$ cat src/rtl/cxb_pkg.sv
// shared types, codes and defaults for the level-crossing sensor controller
`timescale 1ns / 1ps
`default_nettype none
package cxb_pkg;

   localparam int SENSOR_COUNT_DEF = 4;
   localparam int SENSOR_IDX_W     = 3;   // holds any lane number from 0 to 7
   localparam int FIELD_SENSORS    = 4;   // sensors that have a level bit and an indicator bit

   localparam int REQ_W      = 2;
   localparam int TIME_W     = 8;
   localparam int ROLE_W     = 2;
   localparam int DUTY_W     = 10;
   localparam int COUNT_W    = 8;
   localparam int PULSE_W    = 3;
   localparam int CSR_IDX_W  = 3;
   localparam int CSR_DATA_W = 10;

   // request codes
   localparam logic [REQ_W-1:0] REQ_SAMPLE = 2'd0;
   localparam logic [REQ_W-1:0] REQ_TICK   = 2'd1;
   localparam logic [REQ_W-1:0] REQ_START  = 2'd2;

   // register indexes
   localparam logic [CSR_IDX_W-1:0] CSR_DEBOUNCE = 3'd0;
   localparam logic [CSR_IDX_W-1:0] CSR_BEFORE   = 3'd1;
   localparam logic [CSR_IDX_W-1:0] CSR_AFTER    = 3'd2;
   localparam logic [CSR_IDX_W-1:0] CSR_OPEN     = 3'd3;
   localparam logic [CSR_IDX_W-1:0] CSR_CLOSE    = 3'd4;

   localparam logic [TIME_W-1:0] DEBOUNCE_RST = 8'd4;
   localparam logic [ROLE_W-1:0] BEFORE_RST   = 2'd0;
   localparam logic [ROLE_W-1:0] AFTER_RST    = 2'd3;

   typedef enum logic [1:0] {
      PH_IDLE     = 2'd0,
      PH_ACTIVE   = 2'd1,
      PH_DEBOUNCE = 2'd2
   } phase_type;

   typedef struct packed {
      logic [TIME_W-1:0] debounce_ticks;
      logic [ROLE_W-1:0] before_idx;
      logic [ROLE_W-1:0] after_idx;
      logic [DUTY_W-1:0] open_duty;
      logic [DUTY_W-1:0] close_duty;
   } cfg_type;

   typedef struct packed {
      logic changed;
      logic rise_idle;
      logic released;
      logic busy_next;
   } lane_evt_type;

endpackage
`default_nettype wire

$ cat src/rtl/cxb_req_if.sv
// sample / tick / start-up request channel
`timescale 1ns / 1ps
`default_nettype none
interface cxb_req_if import cxb_pkg::*; ();
   logic              valid;
   logic              ready;
   logic [REQ_W-1:0]  req_type;
   logic [3:0]        sensor_levels;

   modport source (output valid, req_type, sensor_levels, input ready);
   modport sink   (input valid, req_type, sensor_levels, output ready);
endinterface
`default_nettype wire

$ cat src/rtl/cxb_rsp_if.sv
// result channel
`timescale 1ns / 1ps
`default_nettype none
interface cxb_rsp_if import cxb_pkg::*; ();
   logic               valid;
   logic               ready;
   logic [3:0]         indicators;
   logic [DUTY_W-1:0]  barrier_duty;
   logic [COUNT_W-1:0] trains_inside;
   logic [PULSE_W-1:0] pulse_count;

   modport source (output valid, indicators, barrier_duty, trains_inside, pulse_count,
                   input ready);
   modport sink   (input valid, indicators, barrier_duty, trains_inside, pulse_count,
                   output ready);
endinterface
`default_nettype wire

$ cat src/rtl/cxb_csr_if.sv
// configuration write channel
`timescale 1ns / 1ps
`default_nettype none
interface cxb_csr_if import cxb_pkg::*; ();
   logic                  valid;
   logic                  ready;
   logic [CSR_IDX_W-1:0]  index;
   logic [CSR_DATA_W-1:0] data;

   modport source (output valid, index, data, input ready);
   modport sink   (input valid, index, data, output ready);
endinterface
`default_nettype wire

$ cat src/rtl/crossing_sensor_debounce_barrier.sv
// Level-crossing barrier controller over a row of debounced track sensors.
// req_ch carries one beat per event: a sensor sample with all levels, a
// timer tick, or the start-up safe-time notice. Each request beat produces
// exactly one rsp_ch beat with the indicator lines, the servo duty now
// applied, the train count and the number of interrupt pulses raised.
// csr_ch writes the debounce time, the before/after sensor selection and
// the open/close duty values; it is always ready and should be used only
// while no request is in flight.
// A request beat lands in an input register; when that register moves on,
// the sensor lanes and the train counter update in one pass and the result
// is loaded into the output register. One request per cycle is sustained:
// the input register moves on whenever the output register is empty or
// being drained. When rsp_ch stalls, the output register holds its beat
// and one further request waits in the input register before req_ch.ready
// drops.
// Reset clears the pipeline, time, levels, sensor phases, train count and
// closes the barrier; configuration returns to its defaults.
`timescale 1ns / 1ps
`default_nettype none
module crossing_sensor_debounce_barrier import cxb_pkg::*; #(
   parameter int SENSOR_COUNT = SENSOR_COUNT_DEF
) (
   input  wire logic clock,
   input  wire logic reset,
   cxb_req_if.sink   req_ch,
   cxb_rsp_if.source rsp_ch,
   cxb_csr_if.sink   csr_ch
);
   localparam int PSUM_W = $clog2(SENSOR_COUNT + 1) + 1;

   cfg_type cfg;

   // input register
   logic              in_valid_ff;
   logic [REQ_W-1:0]  in_type_ff;
   logic [3:0]        in_levels_ff;
   logic              advance;

   // shared state
   logic [TIME_W-1:0]  tick_ff;
   logic [TIME_W-1:0]  tick_in;
   logic [TIME_W-1:0]  tick_next;
   logic [COUNT_W-1:0] trains_ff;
   logic [COUNT_W-1:0] trains_in;
   logic               open_ff;
   logic               open_in;
   logic               early_ff;
   logic               early_in;

   // output register
   logic               rsp_valid_ff;
   logic [3:0]         ind_ff;
   logic [3:0]         ind_in;
   logic [DUTY_W-1:0]  duty_ff;
   logic [PULSE_W-1:0] pulse_ff;
   logic [PULSE_W-1:0] pulse_in;

   lane_evt_type            evt [SENSOR_COUNT];
   logic [SENSOR_COUNT-1:0] is_before;
   logic [SENSOR_COUNT-1:0] is_after;
   logic [SENSOR_COUNT-1:0] rise_vec;
   logic [SENSOR_COUNT-1:0] rel_vec;
   logic [SENSOR_COUNT-1:0] chg_vec;
   logic                    count_in_hit;
   logic                    count_out_hit;
   logic [COUNT_W-1:0]      trains_dec;
   logic [PSUM_W-1:0]       psum;

   assign advance      = in_valid_ff && (!rsp_valid_ff || rsp_ch.ready);
   assign req_ch.ready = !in_valid_ff || advance;
   assign tick_next    = tick_ff + 8'd1;

   cxb_csr u_csr (
      .clock  (clock),
      .reset  (reset),
      .csr_ch (csr_ch),
      .cfg    (cfg)
   );

   for (genvar i = 0; i < SENSOR_COUNT; i++) begin : g_lane
      logic level;

      if (i < FIELD_SENSORS) begin : g_pin
         assign level     = in_levels_ff[i];
         assign ind_in[i] = evt[i].busy_next;
      end else begin : g_nopin
         assign level = 1'b0;
      end

      assign is_before[i] = ({1'b0, cfg.before_idx} == SENSOR_IDX_W'(i));
      assign is_after[i]  = ({1'b0, cfg.after_idx} == SENSOR_IDX_W'(i));
      assign rise_vec[i]  = evt[i].rise_idle;
      assign rel_vec[i]   = evt[i].released;
      assign chg_vec[i]   = evt[i].changed;

      cxb_lane u_lane (
         .clock          (clock),
         .reset          (reset),
         .fire           (advance),
         .req_type       (in_type_ff),
         .level          (level),
         .tick_now       (tick_ff),
         .tick_next      (tick_next),
         .debounce_ticks (cfg.debounce_ticks),
         .evt            (evt[i])
      );
   end

   // indicator bits for sensors the row does not have
   for (genvar j = SENSOR_COUNT; j < FIELD_SENSORS; j++) begin : g_noind
      assign ind_in[j] = 1'b0;
   end

   assign count_in_hit  = |(rise_vec & is_before);
   assign count_out_hit = |(rel_vec & is_after);
   assign trains_dec    = (trains_ff != '0) ? trains_ff - 8'd1 : trains_ff;

   always_comb begin
      psum = '0;
      for (int k = 0; k < SENSOR_COUNT; k++) begin
         psum = psum + PSUM_W'(rise_vec[k]) + PSUM_W'(rel_vec[k]);
      end
      pulse_in = (psum > PSUM_W'(7)) ? 3'd7 : psum[PULSE_W-1:0];
   end

   always_comb begin
      tick_in   = tick_ff;
      trains_in = trains_ff;
      open_in   = open_ff;
      early_in  = early_ff || (|(chg_vec & (is_before | is_after)));
      case (in_type_ff)
         REQ_SAMPLE: begin
            if (count_in_hit) begin
               open_in = 1'b0;
               if (trains_ff != '1) begin
                  trains_in = trains_ff + 8'd1;
               end
            end
         end
         REQ_TICK: begin
            tick_in = tick_next;
            if (count_out_hit) begin
               trains_in = trains_dec;
               if (trains_dec == '0) begin
                  open_in = 1'b1;
               end
            end
         end
         REQ_START: begin
            if (!early_ff) begin
               open_in = 1'b1;
            end
         end
         default: begin
            tick_in = tick_ff;
         end
      endcase
   end

   always_ff @(posedge clock) begin
      if (reset) begin
         in_valid_ff  <= 1'b0;
         rsp_valid_ff <= 1'b0;
         tick_ff      <= '0;
         trains_ff    <= '0;
         open_ff      <= 1'b0;
         early_ff     <= 1'b0;
      end else begin
         if (req_ch.ready) begin
            in_valid_ff <= req_ch.valid;
         end
         if (advance) begin
            rsp_valid_ff <= 1'b1;
            tick_ff      <= tick_in;
            trains_ff    <= trains_in;
            open_ff      <= open_in;
            early_ff     <= early_in;
         end else if (rsp_ch.ready) begin
            rsp_valid_ff <= 1'b0;
         end
      end
   end

   always_ff @(posedge clock) begin
      if (req_ch.ready && req_ch.valid) begin
         in_type_ff   <= req_ch.req_type;
         in_levels_ff <= req_ch.sensor_levels;
      end
      if (advance) begin
         ind_ff   <= ind_in;
         duty_ff  <= open_in ? cfg.open_duty : cfg.close_duty;
         pulse_ff <= pulse_in;
      end
   end

   assign rsp_ch.valid         = rsp_valid_ff;
   assign rsp_ch.indicators    = ind_ff;
   assign rsp_ch.barrier_duty  = duty_ff;
   assign rsp_ch.trains_inside = trains_ff;
   assign rsp_ch.pulse_count   = pulse_ff;
endmodule
`default_nettype wire

$ cat src/rtl/cxb_csr.sv
// configuration registers
`timescale 1ns / 1ps
`default_nettype none
module cxb_csr import cxb_pkg::*; (
   input  wire logic  clock,
   input  wire logic  reset,
   cxb_csr_if.sink    csr_ch,
   output cfg_type    cfg
);
   cfg_type cfg_ff;
   cfg_type cfg_in;

   assign csr_ch.ready = 1'b1;
   assign cfg          = cfg_ff;

   always_comb begin
      cfg_in = cfg_ff;
      if (csr_ch.valid) begin
         case (csr_ch.index)
            CSR_DEBOUNCE: cfg_in.debounce_ticks = csr_ch.data[TIME_W-1:0];
            CSR_BEFORE:   cfg_in.before_idx     = csr_ch.data[ROLE_W-1:0];
            CSR_AFTER:    cfg_in.after_idx      = csr_ch.data[ROLE_W-1:0];
            CSR_OPEN:     cfg_in.open_duty      = csr_ch.data[DUTY_W-1:0];
            CSR_CLOSE:    cfg_in.close_duty     = csr_ch.data[DUTY_W-1:0];
            default:      cfg_in = cfg_ff;
         endcase
      end
   end

   always_ff @(posedge clock) begin
      if (reset) begin
         cfg_ff.debounce_ticks <= DEBOUNCE_RST;
         cfg_ff.before_idx     <= BEFORE_RST;
         cfg_ff.after_idx      <= AFTER_RST;
         cfg_ff.open_duty      <= '0;
         cfg_ff.close_duty     <= '0;
      end else begin
         cfg_ff <= cfg_in;
      end
   end
endmodule
`default_nettype wire

$ cat src/rtl/cxb_lane.sv
// per-sensor edge detect and debounce state
`timescale 1ns / 1ps
`default_nettype none
module cxb_lane import cxb_pkg::*; (
   input  wire logic              clock,
   input  wire logic              reset,
   input  wire logic              fire,
   input  wire logic [REQ_W-1:0]  req_type,
   input  wire logic              level,
   input  wire logic [TIME_W-1:0] tick_now,
   input  wire logic [TIME_W-1:0] tick_next,
   input  wire logic [TIME_W-1:0] debounce_ticks,
   output lane_evt_type           evt
);
   logic              last_ff;
   logic              last_in;
   phase_type         phase_ff;
   phase_type         phase_in;
   logic [TIME_W-1:0] stamp_ff;
   logic [TIME_W-1:0] stamp_in;
   logic [TIME_W-1:0] elapsed;

   // modulo-256 time since the falling edge
   assign elapsed = tick_next - stamp_ff;

   always_comb begin
      last_in  = last_ff;
      phase_in = phase_ff;
      stamp_in = stamp_ff;
      evt      = '0;
      case (req_type)
         REQ_SAMPLE: begin
            if (level != last_ff) begin
               evt.changed = 1'b1;
               last_in     = level;
               if (level) begin
                  evt.rise_idle = (phase_ff == PH_IDLE);
                  phase_in      = PH_ACTIVE;
               end else begin
                  stamp_in = tick_now;
                  phase_in = PH_DEBOUNCE;
               end
            end
         end
         REQ_TICK: begin
            if (phase_ff == PH_DEBOUNCE && elapsed >= debounce_ticks) begin
               evt.released = 1'b1;
               phase_in     = PH_IDLE;
            end
         end
         default: begin
            phase_in = phase_ff;
         end
      endcase
      evt.busy_next = (phase_in != PH_IDLE);
   end

   always_ff @(posedge clock) begin
      if (reset) begin
         last_ff  <= 1'b0;
         phase_ff <= PH_IDLE;
      end else if (fire) begin
         last_ff  <= last_in;
         phase_ff <= phase_in;
      end
   end

   // stamp is only read after a falling edge has written it
   always_ff @(posedge clock) begin
      if (fire) begin
         stamp_ff <= stamp_in;
      end
   end
endmodule
`default_nettype wire

$ cat src/flat_wrapper.sv
// flat-port wrapper written by rule: the top's interface ports become plain ports
module crossing_sensor_debounce_barrier_flat import cxb_pkg::*;
#(
   parameter int SENSOR_COUNT = SENSOR_COUNT_DEF
)
  (clock, reset, req_ch_valid, req_ch_req_type, req_ch_sensor_levels, req_ch_ready, rsp_ch_valid, rsp_ch_indicators, rsp_ch_barrier_duty, rsp_ch_trains_inside, rsp_ch_pulse_count, rsp_ch_ready, csr_ch_valid, csr_ch_index, csr_ch_data, csr_ch_ready);
  cxb_req_if req_ch_i ();
  cxb_rsp_if rsp_ch_i ();
  cxb_csr_if csr_ch_i ();
  input  wire logic clock;
  input  wire logic reset;
  input wire logic [$bits(req_ch_i.valid)-1:0] req_ch_valid;
  input wire logic [$bits(req_ch_i.req_type)-1:0] req_ch_req_type;
  input wire logic [$bits(req_ch_i.sensor_levels)-1:0] req_ch_sensor_levels;
  output wire logic [$bits(req_ch_i.ready)-1:0] req_ch_ready;
  output wire logic [$bits(rsp_ch_i.valid)-1:0] rsp_ch_valid;
  output wire logic [$bits(rsp_ch_i.indicators)-1:0] rsp_ch_indicators;
  output wire logic [$bits(rsp_ch_i.barrier_duty)-1:0] rsp_ch_barrier_duty;
  output wire logic [$bits(rsp_ch_i.trains_inside)-1:0] rsp_ch_trains_inside;
  output wire logic [$bits(rsp_ch_i.pulse_count)-1:0] rsp_ch_pulse_count;
  input wire logic [$bits(rsp_ch_i.ready)-1:0] rsp_ch_ready;
  input wire logic [$bits(csr_ch_i.valid)-1:0] csr_ch_valid;
  input wire logic [$bits(csr_ch_i.index)-1:0] csr_ch_index;
  input wire logic [$bits(csr_ch_i.data)-1:0] csr_ch_data;
  output wire logic [$bits(csr_ch_i.ready)-1:0] csr_ch_ready;
  assign req_ch_i.valid = req_ch_valid;
  assign req_ch_i.req_type = req_ch_req_type;
  assign req_ch_i.sensor_levels = req_ch_sensor_levels;
  assign req_ch_ready = req_ch_i.ready;
  assign rsp_ch_valid = rsp_ch_i.valid;
  assign rsp_ch_indicators = rsp_ch_i.indicators;
  assign rsp_ch_barrier_duty = rsp_ch_i.barrier_duty;
  assign rsp_ch_trains_inside = rsp_ch_i.trains_inside;
  assign rsp_ch_pulse_count = rsp_ch_i.pulse_count;
  assign rsp_ch_i.ready = rsp_ch_ready;
  assign csr_ch_i.valid = csr_ch_valid;
  assign csr_ch_i.index = csr_ch_index;
  assign csr_ch_i.data = csr_ch_data;
  assign csr_ch_ready = csr_ch_i.ready;
  crossing_sensor_debounce_barrier #(.SENSOR_COUNT(SENSOR_COUNT)) u_core (.clock(clock), .reset(reset), .req_ch(req_ch_i), .rsp_ch(rsp_ch_i), .csr_ch(csr_ch_i));
endmodule
$ cat config.mk
export PLATFORM = sky130hd
export DESIGN_NAME = crossing_sensor_debounce_barrier_flat
export DESIGN_NICKNAME = d
export VERILOG_FILES = /design/src/rtl/cxb_pkg.sv /design/src/rtl/cxb_req_if.sv /design/src/rtl/cxb_rsp_if.sv /design/src/rtl/cxb_csr_if.sv /design/src/rtl/crossing_sensor_debounce_barrier.sv /design/src/rtl/cxb_csr.sv /design/src/rtl/cxb_lane.sv /design/src/flat_wrapper.sv
export SDC_FILE = /design/constraint.sdc
export NUM_CORES = 1
export LEC_CHECK = 0
export BUFFER_PORTS_ARGS = -buffer_cell sky130_fd_sc_hd__clkbuf_2
export CAP_MARGIN = 25
export CORE_UTILIZATION = 39
export CTS_CLUSTER_DIAMETER = 30
export DETAILED_ROUTE_END_ITERATION = 10
export SYNTH_ARGS = -nofsm -noshare
export SYNTH_HDL_FRONTEND = slang
export SYNTH_HIERARCHICAL = 1
export SYNTH_SLANG_ARGS = --single-unit
$ cat constraint.sdc
create_clock -name clock -period 5.2 [get_ports clock]
set_input_delay 0.78 -clock clock [delete_from_list [all_inputs] [get_ports clock]]
set_output_delay 0.78 -clock clock [all_outputs]
set_load 0.01 [all_outputs]
==> results.yml <==
outcome:
  status: "finished clean"
die:
  die-width_um: 143
  ioPinCount: 52
  row_count: 51
  fp.coreArea_um2: 19500
  dieArea_um2: 20400
  start_util_pct: 39.7
  die_h_um: 143
power_and_ir_drop:
  power.switching_mw: 0.605
  p_int_mw: 1.81
  p_clk_share_pct: 49.1
  p_leak_nw: 3.97
  powerDensity_nw_per_um2: 261
  power_frac_seq_pct: 42.4
  vdd_drop_max_mv: 0.254
  switching_share_pct: 25.1
  p_comb_share_pct: 8.5
synth:
  synth_edf_count: 55
  synth_cell_type_count: 70
  synthDominantCellAreaShare_pct: 21.4
  synthArstFlopShare_pct: 0
  synthTopCellsByArea: "edfxtp_1 21%, dfxtp_1 17%, ha_1 11%, mux2i_1 4.5%, nand2b_1 4.5%"
  synth-seq-cells: 119
  synthCells: 792
  netlist_area_um2: 7720
  yosysSeqAreaShare_pct: 38.0
  syn_nets: 891
  yosysWarnings: 6
  synth_ff_type: "dfxtp_1"
  yosys.area.top_type: "edfxtp_1"
  post_synth.cell_area_avg_um2: 9.75
sta:
  setup_viol: 0
  tightest_slew_ns: 0.907
  fin_crit_ns: 5.17
  rsz0062_at_grt: "yes"
  fmax_ghz: 0.193
  relSlewSlack_pct: 39.4
  period_share_pct: 99.4
  drv_slew: 0
  finClkSkew_ns: 0.0119
  worst_slack_ns: 0.0302
  hold_viol: 0
placement:
  gp_congestion: 0.782
  pre_cts_slack_ns: -0.131
  io_buffer_count: 50
  dp_hpwl_um: 12100
  place_inst: 1118
  placed_cell_area_um2: 8500
cells_and_area:
  area_growth_pct: 19.6
  fillers: 1833
  fin_util_pct: 47.4
  final_area_um2: 9230
  final_layout_size_suffix_gt1_share_pct: 21.2
  final-seq-area_um2: 2940
  n_antenna_cell: 0
  fin_cells: 1152
  multi_input_area_um2: 4500
  nets: 973
cts:
  cts_buffer_depth: 2
  clock-sinks: 119
  cts-root-buf: "clkbuf_16"
  clk_pin_slew_ns: 0.06
  cts_hold_buf: 0
  cts_buffers: 17
  cts_tree: "yes"
  clk_latency_ns: 0.42
  h-tree-depth: 4
drt:
  ant_nets: 0
  totalWireLength_um: 16900
  drt_iter0_drc: 257
  via_count: 5816
  vias_per_cell: 5.05
  first_pass_iters: 4
  drc: 0
  wl_per_cell_um: 14.6
worst_setup_path:
  cp_max_fo: 3
  crit_arrival_ns: 5.35
  end_kind: "flop"
  required_ns: 5.38
  start_kind: "flop"
  path_class: "reg -> reg"
global_routing:
  grt_pass1_wl_um: 27400
  grt_max_degree: 72
  grt_pass1_vias: 5393
  antenna_found_initial: 0
  grt_use_total_pct: 17.5
  overflow: 0
job:
  maxCapViolations: 0
worst_hold_path:
  hold_path.class: "reg -> reg"
[flip-flops by register name, summed over array words and instances (netlist names), 3 cells and up, named ones only]
name	flops
u_core/rsp_ch.barrier_duty	10
u_core/u_csr/cfg	32
u_core/g_lane.u_lane/stamp_ff	32
u_core/in_levels_ff	4
u_core/rsp_ch.trains_inside	8
u_core/rsp_ch.indicators	4
u_core/g_lane.u_lane/phase_ff	8
u_core/tick_ff	8
u_core/g_lane.u_lane/last_ff	4
u_core/rsp_ch.pulse_count	3
[worst paths after layout]
kind	start	depth (start not counted)	end	slack (ns)
setup / recovery	u_core/tick_ff[0]	22	u_core/rsp_ch.pulse_count[1]	0.03
hold reg to reg	u_core/u_csr/cfg[7]	2	u_core/u_csr/cfg[7]	0.48
hold / removal	u_core/u_csr/cfg[7]	2	u_core/u_csr/cfg[7]	0.48
setup reg to reg	u_core/tick_ff[0]	22	u_core/rsp_ch.pulse_count[1]	0.03
[power groups by stage]
stage,Sequential [mW],Combinational [mW],Clock [mW]
finish,1.02,0.204,1.18
global route,1.03,0.227,1.25
CTS,1.02,0.201,1.21
detailed placement,1.04,0.199,0
global placement,1.04,0.197,0
floorplan,1.04,0.134,0
[layout make-up]
cell class,instances,area share (%)
clock inverters,15,1.79
flip-flops and latches,119,31.9
inverters,84,3.42
multi-input cells,562,48.7
repair buffers,90,6.00
clock buffers,17,4.61
well taps,265,3.59
[metal layers]
layer / up-vias / global-route usage [%] / wire length (µm)
li1: 2945 / - / -
met3: 16 / 3.25 / 465
met1: 2763 / 23.0 / 8190
met4: 0 / 5.49 / 215
met5: - / 0 / 0
met2: 92 / 29.0 / 7980
[critical path, cell delays in order (launching register included)]
cell	delay, ns
dfxtp_4	0.36
ha_4	0.16
buf_6	0.11
xor2_2	0.14
ha_1	0.33
and3_4	0.21
a211oi_4	0.25
buf_4	0.17
xnor2_2	0.06
ha_1	0.32
a21oi_2	0.15
o21ai_2	0.09
a31oi_4	0.20
nor4_4	0.07
fa_1	0.54
inv_1	0.05
fa_1	0.49
fa_1	0.41
inv_1	0.07
ha_2	0.18
inv_2	0.04
fa_2	0.50
nand2_1	0.04
[Yosys cell counts, drive strengths merged, types with 5 or more instances]
cell / count
o21bai: 9
xor2: 19
a21oi: 58
nor4b: 6
ha: 67
clkbuf: 18
buf: 9
nand4: 7
a31oi: 5
mux2: 10
o22ai: 6
nand2b: 57
inv: 84
fa: 8
and4: 5
o21ai: 16
a21o: 12
and3b: 5
nand2: 31
nand3: 14
xnor2: 28
and3: 9
mux2i: 35
o21a: 10
a211oi: 8
nor2: 67
nor3: 14
edfxtp: 55
dfxtp: 64
[placed cells by master, fill, tap and decap left out, types with 12 or more instances in the layout]
cell	instances
inv_1	83
nor2_1	64
ha_1	63
dfxtp_1	61
nand2b_1	56
edfxtp_1	55
clkbuf_2	50
a21oi_1	48
buf_4	39
mux2i_1	35
nand2_1	31
xnor2_1	27
clkbuf_16	17
xor2_1	16
nand3_1	14
o21ai_0	12
a21o_1	12
[cells by family (layout without fill, tap and decap cells)]
group / after synthesis / in the layout / synth area share, %
simple gates: 247 / 247 / 18.1
compound gates: 145 / 145 / 12.8
flops: 119 / 119 / 38.0
buf+inv: 111 / 206 / 5.82
fa+ha+maj: 75 / 75 / 12.9
xor+xnor: 47 / 47 / 5.33
mux: 47 / 47 / 7.06
other cells: 1 / 1 / 0.0486
[metrics by stage]
stage / hold slack (ns) / TNS, ns / total power, mW
after detailed placement: 0.464 / -0.214 / 1.24
after floorplan: 0.448 / 0 / 1.18
after global routing: 0.495 / -0.292 / 2.51
after CTS: 0.477 / 0 / 2.44
final: 0.475 / 0 / 2.41
after global placement: 0.460 / -0.0683 / 1.24
[timing repair]
action,4_1_cts,5_1_grt
pin swaps,5,12
gates resized for setup,7,23
setup endpoints to repair,2,3
buffers inserted,0,2
(Power assumes the default switching activity.)
